==> config.mk <==
export PLATFORM = sky130hd
export DESIGN_NAME = brs_ctrl
export DESIGN_NICKNAME = d
export VERILOG_FILES = /design/src/rtl/core/brs_pkg.sv /design/src/rtl/core/brs_ctrl.sv
export SDC_FILE = /design/constraint.sdc
export NUM_CORES = 1
export LEC_CHECK = 0
export BUFFER_PORTS_ARGS = -buffer_cell sky130_fd_sc_hd__buf_2
export CAP_MARGIN = 15
export CORE_MARGIN = 5
export CORE_UTILIZATION = 30
export DETAILED_ROUTE_END_ITERATION = 12
export PLACE_DENSITY_LB_ADDON = 0.2
export SETUP_SLACK_MARGIN = 0.2
export SYNTH_ARGS = -nofsm -noshare
export SYNTH_HDL_FRONTEND = slang
export SYNTH_SLANG_ARGS = --single-unit
==> constraint.sdc <==
create_clock -name i_clk -period 5.95 [get_ports i_clk]
set_clock_uncertainty 0.05 [all_clocks]
set_input_delay 0.595 -clock i_clk [delete_from_list [all_inputs] [get_ports i_clk]]
set_output_delay 0.595 -clock i_clk [all_outputs]
set_load 0.02 [all_outputs]
==> src/rtl/core/brs_pkg.sv <==
package brs_pkg;

    // splitmix64 finalizer
    localparam logic [63:0] GOLDEN   = 64'h9E3779B97F4A7C15;
    localparam logic [63:0] MIX_MUL1 = 64'hBF58476D1CE4E5B9;
    localparam logic [63:0] MIX_MUL2 = 64'h94D049BB133111EB;
    localparam int          MIX_SH1  = 30;
    localparam int          MIX_SH2  = 27;
    localparam int          MIX_SH3  = 31;

    // mt19937-64 seeding and state
    localparam logic [63:0] LCG_MUL   = 64'd6364136223846793005;
    localparam int          LCG_SH    = 62;
    localparam int          MT_N      = 312;
    localparam int          MT_M      = 156;
    localparam int          IDXW      = 9;
    localparam logic [63:0] MT_MATRIX = 64'hB5026F5AA96619E9;
    localparam logic [63:0] MT_UPPER  = 64'hFFFFFFFF80000000;
    localparam logic [63:0] MT_LOWER  = 64'h000000007FFFFFFF;
    localparam logic [63:0] TMP_B     = 64'h5555555555555555;
    localparam logic [63:0] TMP_C     = 64'h71D67FFFEDA60000;
    localparam logic [63:0] TMP_D     = 64'hFFF7EEE000000000;

    localparam logic FUNC_OFFER = 1'b0;
    localparam logic FUNC_READ  = 1'b1;

    localparam logic [1:0] REG_SEED   = 2'd0;
    localparam logic [1:0] REG_DEPTH  = 2'd1;
    localparam logic [1:0] REG_FROZEN = 2'd2;

    typedef enum logic [2:0] {
        ST_OK         = 3'd0,
        ST_BAD_BIN    = 3'd1,
        ST_FROZEN     = 3'd2,
        ST_NOT_FROZEN = 3'd3,
        ST_EMPTY      = 3'd4
    } t_status;

    typedef enum logic [4:0] {
        OP_NOP,
        OP_SD_CLEAR,
        OP_SD_LOADBIN,
        OP_SD_LOADSEED,
        OP_MUL1,
        OP_MUL2,
        OP_MULWAIT,
        OP_FIN,
        OP_SD_WR0,
        OP_LCG,
        OP_SD_WR,
        OP_SD_NEXT,
        OP_CHECK,
        OP_DRAW,
        OP_LIMWAIT,
        OP_GRD,
        OP_GUSE,
        OP_JSTART,
        OP_JWAIT,
        OP_JUSE,
        OP_RG0,
        OP_RG1,
        OP_RGR,
        OP_RGW
    } t_op;

    typedef struct packed {
        logic capture;
        logic res_load;
        t_op  op;
    } t_dp_cmd;

    typedef struct packed {
        logic seed_wr;
        logic mul_done;
        logic div_done;
        logic need_draw;
        logic n_le1;
        logic tw_full;
        logic u_ok;
        logic widx_last;
        logic bin_last;
    } t_dp_stat;

endpackage

==> src/rtl/core/brs_ctrl.sv <==
module brs_ctrl (
    input  logic              i_clk,
    input  logic              i_rst_n,
    input  logic              i_in_valid,
    output logic              o_in_ready,
    output logic              o_out_valid,
    input  logic              i_out_ready,
    input  brs_pkg::t_dp_stat i_stat,
    output brs_pkg::t_dp_cmd  o_cmd
);

    typedef enum logic [4:0] {
        S_SD_START, S_SD_BIN, S_SD_M1, S_SD_W1, S_SD_M2, S_SD_W2, S_SD_FIN,
        S_SD_SEED, S_SD_WR0, S_SD_LCG, S_SD_WL, S_SD_WR, S_SD_NEXT,
        S_IDLE, S_CHK, S_DRAW, S_LIMW, S_GEN, S_GRD, S_GUSE, S_GCMP,
        S_JST, S_JW, S_JUSE, S_RG0, S_RG1, S_RGR, S_RGW, S_DONE
    } t_state;

    t_state r_state;
    logic   r_pass;
    logic   r_ovalid;
    logic   done_go;

    assign done_go     = !r_ovalid || i_out_ready;
    assign o_in_ready  = (r_state == S_IDLE);
    assign o_out_valid = r_ovalid;

    always_comb begin
        o_cmd.capture  = (r_state == S_IDLE) && i_in_valid;
        o_cmd.res_load = (r_state == S_DONE) && done_go;
        case (r_state)
            S_SD_START: o_cmd.op = brs_pkg::OP_SD_CLEAR;
            S_SD_BIN:   o_cmd.op = brs_pkg::OP_SD_LOADBIN;
            S_SD_M1:    o_cmd.op = brs_pkg::OP_MUL1;
            S_SD_M2:    o_cmd.op = brs_pkg::OP_MUL2;
            S_SD_W1,
            S_SD_W2,
            S_SD_WL:    o_cmd.op = brs_pkg::OP_MULWAIT;
            S_SD_FIN:   o_cmd.op = brs_pkg::OP_FIN;
            S_SD_SEED:  o_cmd.op = brs_pkg::OP_SD_LOADSEED;
            S_SD_WR0:   o_cmd.op = brs_pkg::OP_SD_WR0;
            S_SD_LCG:   o_cmd.op = brs_pkg::OP_LCG;
            S_SD_WR:    o_cmd.op = brs_pkg::OP_SD_WR;
            S_SD_NEXT:  o_cmd.op = brs_pkg::OP_SD_NEXT;
            S_CHK:      o_cmd.op = brs_pkg::OP_CHECK;
            S_DRAW:     o_cmd.op = brs_pkg::OP_DRAW;
            S_LIMW:     o_cmd.op = brs_pkg::OP_LIMWAIT;
            S_GRD:      o_cmd.op = brs_pkg::OP_GRD;
            S_GUSE:     o_cmd.op = brs_pkg::OP_GUSE;
            S_JST:      o_cmd.op = brs_pkg::OP_JSTART;
            S_JW:       o_cmd.op = brs_pkg::OP_JWAIT;
            S_JUSE:     o_cmd.op = brs_pkg::OP_JUSE;
            S_RG0:      o_cmd.op = brs_pkg::OP_RG0;
            S_RG1:      o_cmd.op = brs_pkg::OP_RG1;
            S_RGR:      o_cmd.op = brs_pkg::OP_RGR;
            S_RGW:      o_cmd.op = brs_pkg::OP_RGW;
            default:    o_cmd.op = brs_pkg::OP_NOP;
        endcase
    end

    always_ff @(posedge i_clk) begin
        if (!i_rst_n) begin
            r_state  <= S_SD_START;
            r_pass   <= 1'b0;
            r_ovalid <= 1'b0;
        end else begin
            if (o_cmd.res_load) begin
                r_ovalid <= 1'b1;
            end else if (i_out_ready) begin
                r_ovalid <= 1'b0;
            end
            if (i_stat.seed_wr) begin
                // a new seed restarts the whole seeding pass
                r_state <= S_SD_START;
            end else begin
                case (r_state)
                    S_SD_START: r_state <= S_SD_BIN;
                    S_SD_BIN: begin
                        r_pass  <= 1'b0;
                        r_state <= S_SD_M1;
                    end
                    S_SD_M1: r_state <= S_SD_W1;
                    S_SD_W1: if (i_stat.mul_done) r_state <= S_SD_M2;
                    S_SD_M2: r_state <= S_SD_W2;
                    S_SD_W2: if (i_stat.mul_done) r_state <= S_SD_FIN;
                    S_SD_FIN: r_state <= r_pass ? S_SD_WR0 : S_SD_SEED;
                    S_SD_SEED: begin
                        r_pass  <= 1'b1;
                        r_state <= S_SD_M1;
                    end
                    S_SD_WR0: r_state <= S_SD_LCG;
                    S_SD_LCG: r_state <= S_SD_WL;
                    S_SD_WL:  if (i_stat.mul_done) r_state <= S_SD_WR;
                    S_SD_WR:  r_state <= i_stat.widx_last ? S_SD_NEXT : S_SD_LCG;
                    S_SD_NEXT: r_state <= i_stat.bin_last ? S_IDLE : S_SD_BIN;
                    S_IDLE: if (i_in_valid) r_state <= S_CHK;
                    S_CHK:  r_state <= i_stat.need_draw ? S_DRAW : S_DONE;
                    S_DRAW: r_state <= i_stat.n_le1 ? S_JUSE : S_LIMW;
                    S_LIMW: if (i_stat.div_done) r_state <= S_GEN;
                    S_GEN:  r_state <= i_stat.tw_full ? S_RG0 : S_GRD;
                    S_GRD:  r_state <= S_GUSE;
                    S_GUSE: r_state <= S_GCMP;
                    S_GCMP: r_state <= i_stat.u_ok ? S_JST : S_GEN;
                    S_JST:  r_state <= S_JW;
                    S_JW:   if (i_stat.div_done) r_state <= S_JUSE;
                    S_JUSE: r_state <= S_DONE;
                    S_RG0:  r_state <= S_RG1;
                    S_RG1:  r_state <= S_RGR;
                    S_RGR:  r_state <= S_RGW;
                    S_RGW:  r_state <= i_stat.widx_last ? S_GEN : S_RGR;
                    S_DONE: if (done_go) r_state <= S_IDLE;
                    default: r_state <= S_SD_START;
                endcase
            end
        end
    end

endmodule

==> results of run 1 <==
cell type report:
cell class                 instances  area (um2)  share of cell area, %
multi-input combinational        137         933                   65.4
sequential                        12         240                   16.8
timing repair buffer              21         105                   7.37
tap                               50        62.6                   4.39
clock buffer                       4        55.1                   3.86
inverter                           8        30.0                   2.11
power by group through the flow:
stage | sequential, mW | combinational (mW) | clock (mW)
floorplan | 0.0866 | 0.0248 | 0
global placement | 0.0883 | 0.0333 | 0
detailed placement | 0.0884 | 0.0331 | 0
CTS | 0.0867 | 0.0332 | 0.0956
global route | 0.0873 | 0.0371 | 0.100
finish | 0.0868 | 0.0336 | 0.0926
metrics by stage:
step / area [um2] / util (%) / cells / hold slack (ns)
3_3_place_gp: 1370 / 33.6 / 228 / 0.481
3_5_place_dp: 1370 / 33.6 / 228 / 0.480
6_report: 1430 / 34.9 / 232 / 0.505
2_1_floorplan: 1280 / - / 169 / 0.426
4_1_cts: 1430 / 34.9 / 232 / 0.498
5_1_grt: 1430 / 34.9 / 232 / 0.532
final timing paths:
check	start	end	slack (ns)	depth (start not counted)
max	r_state[1]$_SDFFE_PP0N_	o_cmd[3]$_DFF_P_	2.52	11
min	r_pass$_SDFFE_PN0P_	r_pass$_SDFFE_PN0P_	0.50	2
max reg2reg	r_state[1]$_SDFFE_PP0N_	o_cmd[3]$_DFF_P_	2.52	11
min reg2reg	r_pass$_SDFFE_PN0P_	r_pass$_SDFFE_PN0P_	0.50	2
metal layers:
layer	track usage [%]	vias to the layer above
li1	-	660
met1	18.5	621
met2	19.9	61
met3	2.64	8
met4	5.83	0
met5	0	-
tightest hold or removal path, stage by stage, from the launching register on:
cell      delay, ns
dfxtp_1        0.36
o41ai_1        0.08
a21boi_0       0.07
layout by cell type, fill, tap and decap left out, types with 3 or more instances in the layout:
master,n
nor2_1,12
clkbuf_8,4
or3_1,3
ha_1,6
nand2_1,7
dfxtp_1,12
a211o_1,3
buf_2,21
a211oi_1,4
nor3_1,6
o21ai_0,16
a32oi_1,3
nand2b_1,14
inv_1,7
a21oi_1,9
a31oi_1,3
and2_1,3
nor2b_1,5
flip-flops by register name, summed over array words and instances, names as in the netlist:
name         count
o_out_valid      1
r_state          5
r_pass           1
o_cmd            5
synth_stat cells, types with 2 or more instances:
library cell / number / area (um2)
buf_4: 2 / 15.0
o32ai_1: 2 / 17.5
o22ai_1: 2 / 12.5
or3_1: 3 / 18.8
o211ai_1: 2 / 15.0
nand2b_1: 14 / 87.6
ha_1: 6 / 75.1
nor3_1: 6 / 30.0
clkbuf_1: 3 / 11.3
inv_1: 7 / 26.3
o31ai_1: 2 / 15.0
or4_1: 2 / 15.0
o21ai_0: 16 / 80.1
a21o_1: 2 / 15.0
nand3_1: 2 / 10.0
nand2_1: 7 / 26.3
nand4_1: 2 / 12.5
buf_2: 4 / 20.0
nor2_1: 12 / 45.0
buf_6: 3 / 33.8
nor2b_1: 5 / 31.3
nor4bb_1: 2 / 20.0
dfxtp_1: 12 / 240
and2_1: 3 / 18.8
a211oi_1: 4 / 30.0
a211o_1: 3 / 26.3
a21oi_1: 9 / 45.0
a32oi_1: 3 / 26.3
a21boi_0: 2 / 15.0
a31oi_1: 3 / 18.8
logic make-up after synthesis:
kind of cell,count (synthesis)
simple gates,68
fa+ha+maj,6
buf+inv,20
flops,12
compound gates,62
xor+xnor,1
==> results.toml, run 1 <==
[job]
drv_cap = 0

[place]
pre_cts_ws_ns = 2.61
dp_hpwl_mm = 2.71
gp_congestion = 0.868
numPortBuffers = 21

[timing]
fin_tns_setup_ns = 0
period_needed_ns = 3.43
setup_violations = 0
maxSlewHeadroom_pct = 44.9
finalHoldViolCount = 0
tightest_slew_ns = 0.826
post-route-period-util_pct = 57.7
fin_ws_ns = 2.52
rsz0062_at_grt = "false"
max_freq_ghz = 0.291
drv_slew = 0

[pwr]
p_int_uw = 155
power_frac_comb_pct = 15.8
p_per_area_mw_per_mm2 = 149
clkPwrFrac_pct = 43.5
swShare_pct = 27.3
seq_power_share_pct = 40.8
p_switching_uw = 58.2
irDropWorstVdd_uv = 53.5
total_power_uw = 213
power_leakage_nw = 0.560

[clock_network]
cts_sinks = 12
cts-buffers-inserted = 3
htree_levels = 1
cts_tree = "yes"
cts_resized = 0
clock-root-buffer = "clkbuf_8"
cts_buffer_depth = 2
clkTransAtPathRegs_ns = 0.06
post_cts_buffers = 0
insertion_delay_ns = 0.24
ctsHoldBuffers = 0

[synthesis]
synth.distinct_cells = 54
synth-async-reset-ratio_pct = 0
synthAdderAreaFrac_pct = 5.85
synth-compound-area-share_pct = 34.9
synthFlopType = "dfxtp_1"
synthesis.area_mm2 = 0.00128
ys.warnings.count = 0
syn_inst = 169
synth_xor_area_share_pct = 0.682
yosys.area_share.simple_pct = 31.3
avgSynthCellArea_um2 = 7.60
synthesis.nets = 188
yosysSeqAreaShare_pct = 18.7
synthMuxAreaShare_pct = 0
synth_seq_cells = 12
synth_edf_count = 0
synth_top_family_by_area = "compound AO/OA/AOI/OAI gates"

[critical_path]
critical-path-max-stage-delay_ns = 0.86
path_cells = "nor2_1, nand4_1, o211ai_2, or4_1, o21ai_2, inv_1, ha_1, nor2_1, nor2_1, o32ai_1, a21oi_1"
path_class = "flip-flop to flip-flop"
cp-end-kind = "flip-flop"
cp_max_fo = 26
critPathTopFamily = "simple AND/OR/NAND/NOR gates"
critPathSlowestCell = "dfxtp_1"
crit_path_frequent_cell = "nor2_1"
start_kind = "flip-flop"
required_ns = 6.00
cp.arrival_ns = 3.49
cp.buffers_inverters = 1

[floorplanning]
die-area_mm2 = 0.00569
die_y_um = 75.4
io_pins = 22
num_rows = 23
floorplan.initialDensity_pct = 31.4
die_w_um = 75.4
coreArea_mm2 = 0.00409

[routing]
drt-met1-wl_mm = 1.68
routed_wl_mm = 3.65
drt_iter0_drc = 139
vias_per_cell = 5.82
dr_wl_met2_mm = 1.60
top_layer = "met4"
first_pass_iters = 4
wl_per_cell_um = 15.7
wl_met3_um = 283
ant_nets = 0
drcViolationCount = 0
dr_total_vias = 1350

[global_routing]
grt_max_degree = 27
grt_pass1_vias = 1210
antenna_found_initial = 0
track_usage_pct = 13.3
overflow = 0
grt_pass1_wl_mm = 5.87

[finish]
n_antenna_cell = 0
fill_cells = 455
area_growth_pct = 11.1
drive_gt1_share_pct = 20.3
nets = 202

[min_path]
hp-class = "flip-flop to flip-flop"

[run_status]
status = "complete, no violations"
(Power assumes the default switching activity.)
==> run 2: changes to the inputs <==
- clock period: 5.95 -> 3.35 ns (I/O delays scaled with it)
==> results.toml, run 2 (same netlist as run 1, synthesis figures left out) <==
[finish]
final_common_cell = "buf_2"
area_growth_pct = 17.3
stdcell_count = 242
fin_util_pct = 36.8
nets = 212
drive_gt1_share_pct = 25.5
fin_area_mm2 = 0.00151
n_antenna_cell = 0
mostFrequentLayoutCells = "21 x buf_2, 16 x o21ai_0, 14 x nand2b_1"
fill_cells = 439

[global_routing]
overflow = 0
antenna_found_initial = 0
track_usage_pct = 13.4
grt_pass1_wl_mm = 6.04
grt_max_degree = 15
grt_pass1_vias = 1241

[job]
drv_cap = 0

[min_path]
min-delay-start = "i_rst_n"
hp-class = "primary input to flip-flop"
hold_end = "r_pass$_SDFFE_PN0P_"
hold_depth = 2

[critical_path]
r2r_slack_ns = 0.44
start_kind = "flip-flop"
r2r_cells = 13
r2r_end = "o_cmd[3]$_DFF_P_"
cp_max_fo = 14
required_ns = 3.40
cp-end-kind = "flip-flop"
cp.arrival_ns = 2.96
path_class = "flip-flop to flip-flop"
r2r-start = "r_state[3]$_SDFFE_PP0N_"

[clock_network]
htree_levels = 1
ctsHoldBuffers = 0
clock-root-buffer = "clkbuf_8"
cts_sinks = 12
cts_buffer_depth = 2
insertion_delay_ns = 0.25
cts-buffers-inserted = 3
clkTransAtPathRegs_ns = 0.06
post_cts_buffers = 0
cts_tree = "yes"
cts_resized = 0

[routing]
ant_nets = 0
drcViolationCount = 0
drt_iter0_drc = 229
routed_wl_mm = 3.73
wl_per_cell_um = 15.4
vias_per_cell = 5.67
first_pass_iters = 4
dr_total_vias = 1372

[floorplanning]
coreArea_mm2 = 0.00409
die-area_mm2 = 0.00569
num_rows = 23
io_pins = 22
die_w_um = 75.4
floorplan.initialDensity_pct = 31.4
die_y_um = 75.4

[place]
pre_cts_ws_ns = 0.287
numPortBuffers = 21
dp_hpwl_mm = 2.88
placement.cell_area_mm2 = 0.00145
gp_congestion = 0.903
dp.cells = 238

[pwr]
total_power_uw = 388
power_leakage_nw = 0.613
p_per_area_mw_per_mm2 = 258
irDropWorstVdd_uv = 107

[timing]
tightest_slew_ns = 0.594
fin_ws_ns = 0.441
max_freq_ghz = 0.344
holdWs_ns = 0.324
rsz0062_at_grt = "false"
drv_slew = 0
period_needed_ns = 2.91
setup_violations = 0
post-route-period-util_pct = 86.8
finalHoldViolCount = 0
maxSlewHeadroom_pct = 60.3
fin_tns_setup_ns = 0

[run_status]
status = "complete, no violations"
## run 2: per-layer routing
| layer | up-vias | wire length, um | track usage (%) |
|---|---|---|---|
| li1 | 676 | - | - |
| met1 | 647 | 1700 | 19.2 |
| met3 | 4 | 232 | 1.32 |
| met2 | 45 | 1740 | 21.0 |
| met4 | 0 | 52 | 4.27 |
| met5 | - | 0 | 0 |
## run 2: critical path: stages (launching register included)
cell and delay [ns]:
dfxtp_1 0.39, buf_4 0.21, nand2b_1 0.19, or4_4 0.43, o211ai_2 0.14, or2_4 0.21, a211oi_4 0.06, nor2_2 0.19
inv_1 0.11, ha_1 0.25, nor2_1 0.10, nor2_1 0.07, o32ai_1 0.26, a21oi_1 0.10
## run 2: worst max path at each step
stage | startpoint | end | slack [ns] | cells past startpoint
after CTS | r_state[2]$_SDFFE_PP0N_ | o_cmd[3]$_DFF_P_ | 0.27 | 12
after detailed placement | r_state[2]$_SDFFE_PP0N_ | o_cmd[3]$_DFF_P_ | 0.29 | 12
after global routing | r_state[3]$_SDFFE_PP0N_ | o_cmd[3]$_DFF_P_ | 0.24 | 12
after global placement | r_state[2]$_SDFFE_PP0N_ | o_cmd[3]$_DFF_P_ | 0.37 | 12
final | r_state[3]$_SDFFE_PP0N_ | o_cmd[3]$_DFF_P_ | 0.44 | 13
after floorplan | r_state[2]$_SDFFE_PP0N_ | o_cmd[3]$_DFF_P_ | 0.73 | 13
## run 2: power breakdown
| part | switching [mW] | leakage (nW) | internal (mW) |
|---|---|---|---|
| clock network | 0.0634 | 0.0288 | 0.104 |
| logic | 0.0407 | 0.487 | 0.0297 |
| registers | 0.00376 | 0.0981 | 0.146 |
## run 2: area by class of cell
type | instances | area [um2] | area share [%]
inverter | 8 | 30.0 | 2.00
sequential | 12 | 241 | 16.0
timing repair buffer | 31 | 180 | 12.0
multi-input combinational | 137 | 936 | 62.2
clock buffer | 4 | 55.1 | 3.66
tap | 50 | 62.6 | 4.16
==> run 3: changes to the inputs <==
- clock period: 3.35 -> 3.1 ns (I/O delays scaled with it)
==> results.toml, run 3 (same netlist as run 1, synthesis figures left out) <==
[global_routing]
grt_pass1_vias = 1358
antenna_found_initial = 0
overflow = 0
track_usage_pct = 14.1
grt_max_degree = 14
grt_pass1_wl_mm = 6.26

[timing]
fin_tns_setup_ns = 0
post-route-period-util_pct = 88.2
drv_slew = 0
max_freq_ghz = 0.366
fin_ws_ns = 0.367
setup_violations = 0
maxSlewHeadroom_pct = 65.6
rsz0062_at_grt = "false"
finalHoldViolCount = 0
tightest_slew_ns = 0.514
period_needed_ns = 2.73

[place]
dp_hpwl_mm = 2.92
pre_cts_ws_ns = 0.277
gp_congestion = 0.901
dp.cells = 244
numPortBuffers = 21

[routing]
ant_nets = 0
drcViolationCount = 0
drt_iter0_drc = 126
dr_total_vias = 1393
first_pass_iters = 5
vias_per_cell = 5.62
routed_wl_mm = 3.77
wl_per_cell_um = 15.2

[critical_path]
r2r_slack_ns = 0.37
cp-startpoint = "r_state[1]$_SDFFE_PP0N_"
cp.arrival_ns = 2.82
path_class = "flip-flop to flip-flop"
required_ns = 3.18
cp-end-kind = "flip-flop"
r2r_cells = 12
critical_path.endpoint = "o_cmd[3]$_DFF_P_"
r2r_end = "o_cmd[3]$_DFF_P_"
cp_max_fo = 8
start_kind = "flip-flop"
r2r-start = "r_state[1]$_SDFFE_PP0N_"

[floorplanning]
die-area_mm2 = 0.00569
floorplan.initialDensity_pct = 31.4
num_rows = 23
die_y_um = 75.4
die_w_um = 75.4
io_pins = 22
coreArea_mm2 = 0.00409

[clock_network]
cts_tree = "yes"
cts-buffers-inserted = 3
clock-root-buffer = "clkbuf_8"
cts_sinks = 12
insertion_delay_ns = 0.25
cts_buffer_depth = 2
htree_levels = 1
clkTransAtPathRegs_ns = 0.06

[job]
drv_cap = 0

[finish]
area_growth_pct = 23.7
fin_util_pct = 38.9
nets = 218
drive_gt1_share_pct = 30.8
final_common_cell = "buf_2"
n_antenna_cell = 0
stdcell_count = 248
mostFrequentLayoutCells = "21 x buf_2, 16 x o21ai_0, 16 x buf_4"

[run_status]
status = "complete, no violations"

[pwr]
p_per_area_mw_per_mm2 = 268
power_leakage_nw = 0.641
total_power_uw = 426
irDropWorstVdd_uv = 118

[min_path]
hp-class = "primary input to flip-flop"
min-delay-start = "i_rst_n"
## run 3: cell count changes in the layout (fill, tap and decap cells not counted), sizes merged
cell,delta
buf,+6
## run 3: layout make-up
cell class	instances	area, um2
clock buffers	4	55.1
fillers	432	2500
inverters	8	30.0
multi-input cells	137	968
flip-flops and latches	12	246
well taps	50	62.6
repair buffers	37	225
## run 3: per-layer routing
layer	GRT usage [%]	vias to the layer above	share of wire [%]	wire length, um
li1	-	692	-	-
met4	8.74	0	2.4	89
met5	0	-	0	0
met2	21.1	52	45	1710
met1	19.0	642	45	1690
met3	1.85	7	7.5	284
## run 3: timing repair
action	4_1_cts	5_1_grt
hold buffers	0	0
gates resized for setup	0	11
setup endpoints to repair	0	5
setup buffers	0	0
## run 3: worst min path at each step
stage | end | slack [ns] | cells past startpoint
floorplan | o_out_valid$_SDFFE_PN0P_ | 0.41 | 1
global placement | r_pass$_SDFFE_PN0P_ | 0.46 | 2
detailed placement | r_pass$_SDFFE_PN0P_ | 0.47 | 2
CTS | r_pass$_SDFFE_PN0P_ | 0.29 | 2
global route | r_pass$_SDFFE_PN0P_ | 0.31 | 2
finish | r_pass$_SDFFE_PN0P_ | 0.29 | 2
## run 3: stage by stage
step	cell area [um2]	hold slack (ns)
after CTS	1550	0.288
final	1590	0.290
after global routing	1590	0.312
after detailed placement	1490	0.471
after global placement	1490	0.459
after floorplan	1280	0.414
## run 3: power breakdown
part           internal [mW]  switching [mW]
clock                  0.113          0.0702
sequential             0.158         0.00472
combinational         0.0354          0.0446
total                  0.306           0.120
## run 3: worst max-delay path: stages, from the launching register on
cell	delay [ns]
dfxtp_2	0.37
buf_4	0.17
or4_1	0.57
o211ai_4	0.16
or2_4	0.20
a211oi_4	0.06
nor2_2	0.17
inv_1	0.10
ha_1	0.24
nor2_1	0.09
nor2_1	0.06
o32ai_1	0.25
a21oi_1	0.10
